`src/tablxd_pkg.sv`:
```
// Shared types and constants for the table XOR block decryptor.
package tablxd_pkg;

  localparam int ROUNDS_DEF = 17;
  localparam int SLOTS      = 16;
  localparam int ENTRY_W    = 8;
  localparam int WORD_W     = 32;

  localparam logic [1:0] REQ_WR_TABLE  = 2'd0;
  localparam logic [1:0] REQ_WR_SUBKEY = 2'd1;
  localparam logic [1:0] REQ_DECRYPT   = 2'd2;

  typedef logic [WORD_W-1:0]             word_t;
  typedef logic [SLOTS-1:0][ENTRY_W-1:0] blk_bytes_t;
  typedef logic [SLOTS-1:0][WORD_W-1:0]  tbl_words_t;
  typedef logic [3:0][WORD_W-1:0]        key_words_t;

endpackage

```
`src/tablxd_round.sv`:
```
// One round: XOR of four table words and a subkey per output word.
module tablxd_round
  import tablxd_pkg::*;
(
  input  tbl_words_t tdata,
  input  key_words_t skey,
  input  logic       straight,
  output blk_bytes_t nbytes
);

  key_words_t w;

  always_comb begin
    for (int i = 0; i < 4; i++) begin
      w[i] = skey[i];
      for (int k = 0; k < 4; k++) begin
        if (straight) begin
          w[i] = w[i] ^ tdata[4*i + k];
        end else begin
          w[i] = w[i] ^ tdata[4*k + ((i - k) & 3)];
        end
      end
    end
    for (int i = 0; i < 4; i++) begin
      for (int k = 0; k < 4; k++) begin
        nbytes[4*i + k] = w[i][8*k +: 8];
      end
    end
  end

endmodule
```
`config.mk`:
```
export PLATFORM = sky130hd
export DESIGN_NAME = tablxd_round
export DESIGN_NICKNAME = d
export VERILOG_FILES = /design/src/tablxd_pkg.sv /design/src/tablxd_round.sv
export SDC_FILE = /design/constraint.sdc
export NUM_CORES = 1
export LEC_CHECK = 0
export BUFFER_PORTS_ARGS = -buffer_cell sky130_fd_sc_hd__buf_2
export CORE_AREA = 10 10 288 290
export DETAILED_ROUTE_END_ITERATION = 10
export DIE_AREA = 0 0 298 300
export GPL_ROUTABILITY_DRIVEN = 0
export GPL_TIMING_DRIVEN = 0
export PLACE_DENSITY = 0.35
export SYNTH_ARGS = -nofsm -noshare
export SYNTH_HDL_FRONTEND = slang
export SYNTH_SLANG_ARGS = --single-unit
export TNS_END_PERCENT = 1
```
`constraint.sdc`:
```
create_clock -name vclk -period 1.4
set_clock_uncertainty 0.05 [all_clocks]
set_input_delay 0.14 -clock vclk [all_inputs]
set_output_delay 0.14 -clock vclk [all_outputs]
set_load 0.01 [all_outputs]
```
---- Word-level counts from Yosys, hierarchy flattened ----
Index checks and enable logic that the tools add are counted.
storage, ports and cells
  register bits after elaboration ......... 0
  input port bits ......................... 641
  output and inout port bits .............. 128
operators by class
  multiplexer cells ....................... 15
  bitwise gates (word level) .............. 31
operators by type and width
  cell            count
  $xor 32x32->32  31
  $mux 32         15

---- Longest topological paths before layout ----
Gate-level depths: netlist (run 1).
  depth in word-level cells ............... 8
  mapped depth ............................ 6
  depth with buffers taken out ............ 3

---- Worst setup path after synthesis (run 1) ----
OpenSTA, ideal clock, no wires.
  path type ............................... input port to output port
  start point ............................. in straight
  end point ............................... out nbytes[106] in the netlist's numbering
  data arrival time ....................... 1.179 ns
  data required time ...................... 1.210 ns
  setup slack ............................. 0.031 ns
  stages on the path ...................... 5
  cell sequence ........................... clkbuf_2 > buf_6 > buf_6 > mux2i_1 > xnor3_1
RTL lines
  element      line               source
  from (decl)  tablxd_round.sv:7  input logic straight,
  to (decl)    tablxd_round.sv:8  output blk_bytes_t nbytes

==> summary.txt, run 1 <==
CORE AREA = 0.07708 mm^2
vias per inst = 3.509
IR drop worst, VDD = 0.2295 mV
Int Pwr = 0.004049 W
Net Switching = 0.004080 W
Detailed Route WL = 63090 um
crit path buf inv count = 4
final worst-path cycle share = 1.223
DPL Wire Length = 56860 um
Hold WC Path Type = in2out
GR Overflow Total = 0
Die Y = 300 um
share of cells above drive strength 1 = 0.5229
Area contributors post-synth = xor2_1 (33%), mux2i_1 (28%), xnor2_1 (25%)
fin crit period = 1712 ps
worst path required time = 1210 ps
Fmax = 584.2 MHz
all-layer global routing usage = 0.1316
Cells after DPL = 2733
register area = 0 um^2
Area growth syn-to-layout = 68.73%
number of max-cap violations = 0
crit end category = output port
cells after synthesis = 925
Critical Path Stages = 7
Seq pwr share = 0
crit start category = input port
Initial DRT Pass Iterations = 4
Synth Cell Area = 0.009040 mm^2
status = complete, but fails checks
cells along the critical path = clkbuf_16 > buf_12 > buf_16 > mux2i_4 > xnor2_2 > xnor2_1 > buf_4
Syn Nets = 1566
PD cells = 533.0 mW/mm^2
Hold Vio Cnt, Final = 0
Finished Layout Cells = 2746
area share of the largest cell type after synthesis = 0.3284
unrepaired setup endpoints after global routing = true
CP top delay family = buffers and inverters
CP arrival = 1520 ps
final core occ = 0.1979
Setup WS post-layout = -311.7 ps
fin. max-slew vios = 0
count of different cell masters after synthesis = 8
Die Span X = 298 um
failing checks = setup timing
CP max FO = 10
I/O Buffers = 768
io pins = 769
number of global-route vias before repair = 11280
leakage power = 7.554 nW
Rel. slew slack = 0.5922
Final #Nets = 2345
slowest CP cell = mux2i_4
Starting Density = 0.1173
Core Rows = 102
largest net degree at the start of global routing = 11
Least-Margin Pin Slew = 607.4 ps
yosys warns = 0
antenna viol nets, final = 0
Syn Area/Cell = 9.773 um^2
CP Class = in2out
logic gate share of total power = 1.000
Clk pwr share = 0
antenna violations before repair = 17
area leader, netlist = xor2_1
FFs & Latches = 0
CP peak stage delay = 370 ps
hold path depth = 3
DR WL/cell = 22.98 um
die area = 0.08940 mm^2
switch share = 0.5019
final setup vio count = 128
sequential fraction of the synthesis area = 0
DRC = 0
first-pass GRT wire length = 85690 um
initial DRC count = 201
detailed-route via count = 9637
clk_buf instances = 0
[final cells by class]
class / count / area, um^2
repair buffers: 777 / 4015
diodes: 4 / 10.01
fillers: 8822 / 61830
plain buffers: 29 / 568.0
well taps: 1040 / 1301
multi-input cells: 896 / 9359
[synthesized netlist by cell type]
| cell type | instances |
|---|---|
| buf_2 | 6 |
| buf_4 | 8 |
| buf_6 | 14 |
| clkbuf_2 | 1 |
| mux2i_1 | 256 |
| xnor2_1 | 256 |
| xnor3_1 | 45 |
| xor2_1 | 339 |
[stage by stage]
step / setup slack (ps) / power, W / setup TNS [ps] / hold slack, ps / instance area (um^2)
2_1_floorplan: 30.57 / 0.004125 / 0 / 480.7 / 9040
3_3_place_gp: -1176 / 0.007732 / -68220 / 632.9 / 14180
3_5_place_dp: -1192 / 0.007757 / -71070 / 634.1 / 14180
4_1_cts: -347.1 / 0.008267 / -32010 / 637.3 / 15100
5_1_grt: -387.1 / 0.008788 / -36660 / 652.8 / 15250
6_report: -311.7 / 0.008129 / -26440 / 633.8 / 15250
[worst paths after layout]
check | from | end | slack, ps
worst max-delay path | straight | nbytes[61] | -310
worst min-delay path | skey[103] | nbytes[103] | 630
[power by group through the flow]
stage | Sequential [W] | Clock (W) | Combinational, W
2_1_floorplan | 0 | 0 | 0.00413
3_3_place_gp | 0 | 0 | 0.00773
3_5_place_dp | 0 | 0 | 0.00776
4_1_cts | 0 | 0 | 0.00827
5_1_grt | 0 | 0.000000000191 | 0.00879
6_report | 0 | 0.000000000383 | 0.00813
[layer usage]
layer  GRT usage  share of wire  vias up
met5           0        0.00097        -
li1            -              -     4648
met2      0.2567           0.53      469
met1      0.1427           0.38     4463
met4     0.01496          0.015       10
met3     0.03600          0.075       47
[cells in the final DEF (no fill, tap or decap)]
cell and count:
buf_2 766, xor2_1 338, xnor2_1 243, mux2i_1 186, mux2i_2 48, xnor3_1 45, mux2i_4 22, buf_12 13
xnor2_2 12, buf_16 9, buf_8 7, buf_4 6, diode_2 4, buf_6 3, clkbuf_16 1, xnor2_4 1
xor2_2 1, bufbuf_16 1
[logic make-up after synthesis]
| logic type | count (synthesis) | synth area share |
|---|---|---|
| xor+xnor | 640 | 0.6886 |
| buf+inv | 29 | 0.02796 |
| mux | 256 | 0.2835 |
[timing repair]
item                       4_1_cts  5_1_grt
hold buffers                     0        0
resized for setup              153       28
setup endpoints to repair      128      128
cloned                           2        0
pin swaps                       17        5
setup buffers                    6        1
No activity file was read; power rests on OpenSTA's default activity.
==> inputs of run 2 (changes only) <==
--- a/config.mk
+++ b/config.mk
@@ -15,4 +15,4 @@
 export SYNTH_ARGS = -nofsm -noshare
 export SYNTH_HDL_FRONTEND = slang
 export SYNTH_SLANG_ARGS = --single-unit
-export TNS_END_PERCENT = 1
+export TNS_END_PERCENT = 30
==> summary.txt, run 2 (synthesis gave the netlist of run 1 again) <==
vias per inst = 3.541 (+0.89%)
io pins = 769 (unchanged)
share of cells above drive strength 1 = 0.5533 (+0.03039)
register area = 0 um^2 (unchanged)
number of global-route vias before repair = 11310 (+0.28%)
worst path required time = 1210 ps (about the same)
logic gate share of total power = 1.000 (about the same)
Seq pwr share = 0 (unchanged)
WHS Endpoint = nbytes[103]
Hold WC Path Type = in2out
initial DRC count = 223 (+11%)
FFs & Latches = 0 (unchanged)
Setup WS post-layout = -320.3 ps (-8.678 ps)
Core Rows = 102 (unchanged)
Hold-fix buffers, CTS = 0 (unchanged)
hold_sp = skey[103]
Starting Density = 0.1173 (unchanged)
status = complete, but fails checks
CP Class = in2out
most frequent cells in the layout = buf_2 (761), xor2_1 (338), xnor2_1 (230)
most common cell after layout, fill and taps aside = buf_2
Finished Layout Cells = 2771 (+0.91%)
CP peak stage delay = 390 ps (+20 ps)
antenna violations before repair = 18 (+1)
GR Overflow Total = 0 (unchanged)
CP max FO = 10 (unchanged)
Initial DRT Pass Iterations = 4 (unchanged)
die area = 0.08940 mm^2 (unchanged)
cells along the critical path = clkbuf_16 > buf_12 > buf_8 > mux2i_1 > xnor3_1 > buf_2
number of max-cap violations = 0 (unchanged)
PD cells = 534.4 mW/mm^2 (+0.27%)
first-pass GRT wire length = 86290 um (+0.70%)
failing checks = setup timing
crit start category = input port
Die Y = 300 um (unchanged)
crit end category = output port
detailed-route via count = 9811 (+1.8%)
Cells after DPL = 2733 (unchanged)
footprint of the multi-input gates = 0.009749 mm^2 (+4.2%)
Rel. slew slack = 0.5879 (-0.004284)
Int Pwr = 0.004356 W (+7.6%)
largest net degree at the start of global routing = 11 (unchanged)
Detailed Route WL = 66290 um (+5.1%)
I/O Buffers = 768 (unchanged)
Area growth syn-to-layout = 78.45%
clk_buf instances = 0 (unchanged)
unrepaired setup endpoints after global routing = true
Fmax = 581.3 MHz (-0.50%)
slowest CP cell = xnor3_1
final setup TNS = -28850 ps (-2412 ps)
Die Span X = 298 um (unchanged)
antenna viol nets, final = 0 (unchanged)
DRC = 0 (unchanged)
Net Switching = 0.004264 W (+4.5%)
hold path depth = 3 (unchanged)
CORE AREA = 0.07708 mm^2 (unchanged)
Final #Nets = 2369 (+1.0%)
DR WL/cell = 23.92 um (+4.1%)
Hold Vio Cnt, Final = 0 (unchanged)
IR drop worst, VDD = 0.2310 mV (+0.64%)
all-layer global routing usage = 0.1328 (+0.001196)
Least-Margin Pin Slew = 613.8 ps (+6.379 ps)
Clk pwr share = 0 (unchanged)
final worst-path cycle share = 1.229 (+0.006199)
final setup vio count = 128 (unchanged)
fin. max-slew vios = 0 (unchanged)
CP arrival = 1530 ps (about the same)
leakage power = 7.840 nW (+3.8%)
FILL cells = 8754 (-0.77%)
switch share = 0.4947 (-0.007244)
fin crit period = 1720 ps (+8.678 ps)
DPL Wire Length = 56860 um (unchanged)
[run 2: cell types whose count changed in the layout (fill, tap and decap cells not counted), moves of 2 or more]
| cell | before | now |
|---|---|---|
| buf_2 | 766 | 761 |
| xnor3_2 | 0 | 2 |
| buf_16 | 9 | 17 |
| clkbuf_16 | 1 | 8 |
| xnor2_1 | 243 | 230 |
| xnor2_2 | 12 | 25 |
| buf_6 | 3 | 11 |
| mux2i_4 | 22 | 44 |
| mux2i_1 | 186 | 160 |
| buf_4 | 6 | 13 |
| xnor3_1 | 45 | 43 |
| mux2i_2 | 48 | 52 |
[run 2: area by class of cell]
| type | count | share of cell area |
|---|---|---|
| antenna | 5 | 0.0007756 |
| tap | 1040 | 0.08066 |
| timing repair buffer | 801 | 0.2748 |
| multi-input combinational | 896 | 0.6044 |
| buffer | 29 | 0.03940 |
[run 2: worst max-delay path by stage]
stage                     startpoint           to  slack [ps]
after floorplan             straight  nbytes[106]          30
after global placement      straight   nbytes[11]       -1180
after detailed placement    straight   nbytes[11]       -1190
after CTS                   straight   nbytes[11]        -350
after global routing        straight   nbytes[11]        -390
final                       straight  nbytes[111]        -320
[run 2: per-layer routing]
metal	wire length [um]	vias up	GRT usage
li1	-	4694	-
met1	25010	4594	0.1438
met2	35500	463	0.2602
met3	4829	48	0.03615
met4	871	12	0.01352
met5	84	-	0
[run 2: worst max-delay path: cells and delay by family]
| kind | cells | cell delay, ps |
|---|---|---|
| muxes | 1 | 260 |
| xor gates and xnor gates | 1 | 390 |
| buffers and inverters | 4 | 700 |
[run 2: per-stage QoR]
step	utilization	setup slack [ps]	hold slack [ps]	total power (W)	instance area [um^2]
after global routing	0.2092	-391.6	652.8	0.009282	16120
after floorplan	-	30.57	480.7	0.004125	9040
after CTS	0.1978	-347.1	637.3	0.008338	15250
after global placement	0.1840	-1176	632.9	0.007732	14180
after detailed placement	0.1840	-1192	634.1	0.007757	14180
final	0.2093	-320.3	633.8	0.008620	16130
[run 2: timing repair]
item	in CTS	in global routing
cloned	3	7
endpoints found under the setup margin	128	128
gates resized for setup	160	111
pin swaps	18	15
setup buffers	13	10
[run 2: power groups by stage]
stage          Combinational (W)        Clock, W  Sequential (W)
6_report                 0.00862  0.000000000478               0
5_1_grt                  0.00928  0.000000000191               0
4_1_cts                  0.00834               0               0
3_5_place_dp             0.00776               0               0
3_3_place_gp             0.00773               0               0
2_1_floorplan            0.00413               0               0
==> inputs of run 3 (changes only) <==
--- a/config.mk
+++ b/config.mk
@@ -15,4 +15,4 @@
 export SYNTH_ARGS = -nofsm -noshare
 export SYNTH_HDL_FRONTEND = slang
 export SYNTH_SLANG_ARGS = --single-unit
-export TNS_END_PERCENT = 30
+export TNS_END_PERCENT = 50
==> summary.txt, run 3 (synthesis gave the netlist of run 1 again) <==
met3 wire length = 4923 um (+1.9%)
antenna violations before repair = 18 (unchanged)
I/O Buffers = 768 (unchanged)
logic gate share of total power = 1.000 (about the same)
Starting Density = 0.1173 (unchanged)
IR drop worst, VDD = 0.2298 mV (-0.48%)
leakage power = 7.963 nW (+1.6%)
GR Overflow Total = 0 (unchanged)
Least-Margin Pin Slew = 600.5 ps (-13.32 ps)
most common cell after layout, fill and taps aside = buf_2
Clk pwr share = 0 (unchanged)
antenna viol nets, final = 0 (unchanged)
Fmax = 577.5 MHz (-0.65%)
FILL cells = 8725 (-0.33%)
clk_buf instances = 0 (unchanged)
Net Switching = 0.004339 W (+1.7%)
vias per inst = 3.527 (-0.38%)
DPL Wire Length = 56860 um (unchanged)
Final #Nets = 2385 (+0.68%)
DR WL/cell = 23.93 um (about the same)
all-layer global routing usage = 0.1332 (+0.0003806)
Detailed Route WL = 66680 um (+0.59%)
Hold WC Path Type = in2out
footprint of the multi-input gates = 0.009918 mm^2 (+1.7%)
crit start category = input port
status = complete, but fails checks
PD cells = 534.0 mW/mm^2 (about the same)
highest metal used = met5
CP Class = in2out
met2 WL = 35490 um (about the same)
detailed-route via count = 9830 (+0.19%)
die area = 0.08940 mm^2 (unchanged)
Die Y = 300 um (unchanged)
unrepaired setup endpoints after global routing = true
Seq pwr share = 0 (unchanged)
Core Rows = 102 (unchanged)
FFs & Latches = 0 (unchanged)
final setup TNS = -30800 ps (-1948 ps)
Setup WS post-layout = -331.6 ps (-11.28 ps)
Hold-fix buffers, CTS = 0 (unchanged)
fin crit period = 1732 ps (+11.28 ps)
pre-CTS WS = -1192 ps (unchanged)
register area = 0 um^2 (unchanged)
Hold Vio Cnt, Final = 0 (unchanged)
first-pass GRT wire length = 86560 um (+0.31%)
CP max FO = 6 (-4)
Die Span X = 298 um (unchanged)
DRC = 0 (unchanged)
CP arrival = 1540 ps (about the same)
io pins = 769 (unchanged)
Met1 Routed Length = 25160 um (+0.58%)
Rel. slew slack = 0.5968 (+0.008941)
CORE AREA = 0.07708 mm^2 (unchanged)
largest net degree at the start of global routing = 11 (unchanged)
Int Pwr = 0.004500 W (+3.3%)
worst path required time = 1210 ps (about the same)
final setup vio count = 128 (unchanged)
switch share = 0.4909 (-0.003832)
Initial DRT Pass Iterations = 4 (unchanged)
number of max-cap violations = 0 (unchanged)
Area growth syn-to-layout = 83.13%
failing checks = setup timing
number of global-route vias before repair = 11320 (+0.12%)
most frequent cells in the layout = buf_2 (759), xor2_1 (338), xnor2_1 (227)
crit end category = output port
share of cells above drive strength 1 = 0.5695 (+0.01616)
fin. max-slew vios = 0 (unchanged)
final worst-path cycle share = 1.237 (+0.008055)
initial DRC count = 227 (+1.8%)
==> run 3: cell types whose count changed in the layout (fill, tap and decap cells not counted), sizes merged <==
cell | previous run | this run
buf | 822 | 838
==> run 3: worst paths after layout <==
check / start / to / cells after the start / slack [ps]
max: straight / nbytes[119] / 8 / -330
min: skey[103] / nbytes[103] / 3 / 630
==> run 3: stage by stage <==
step                      hold slack (ps)  power, W  cells  utilization  area [um^2]
after floorplan                     480.7  0.004125    925            -         9040
after global placement              632.9  0.007732   2733       0.1840        14180
after detailed placement            634.1  0.007757   2733       0.1840        14180
after CTS                           637.3  0.008368   2750       0.1987        15320
after global routing                652.8  0.009495   2784       0.2147        16550
final                               633.9  0.008839   2787       0.2148        16550
==> run 3: power groups by stage <==
stage               Clock [W]  Sequential, W  Combinational, W
4_1_cts                     0              0           0.00837
6_report       0.000000000478              0           0.00884
5_1_grt        0.000000000191              0           0.00949
3_3_place_gp                0              0           0.00773
3_5_place_dp                0              0           0.00776
2_1_floorplan               0              0           0.00413
==> run 3: critical path, cell delays in order <==
cell and delay (ps):
clkbuf_16 150, buf_16 140, buf_8 130, buf_12 120
buf_12 140, mux2i_2 190, xnor3_1 360, buf_2 160
==> run 3: area by class of cell <==
type / count / share of cell area
buffer: 29 / 0.04036
multi-input combinational: 896 / 0.5991
antenna: 5 / 0.0007558
timing repair buffer: 817 / 0.2812
tap: 1040 / 0.07860
==> run 3: routing by layer <==
metal  GRT usage  up-vias
met4     0.01352       12
met2      0.2607      467
li1            -     4726
met1      0.1445     4571
met3     0.03600       54
met5           0        -
==> run 3: repair_timing <==
action / 4_1_cts / 5_1_grt
pin swaps: 18 / 28
setup buffers: 13 / 26
resized for setup: 165 / 152
endpoints found under the setup margin: 128 / 128
gates cloned: 4 / 7
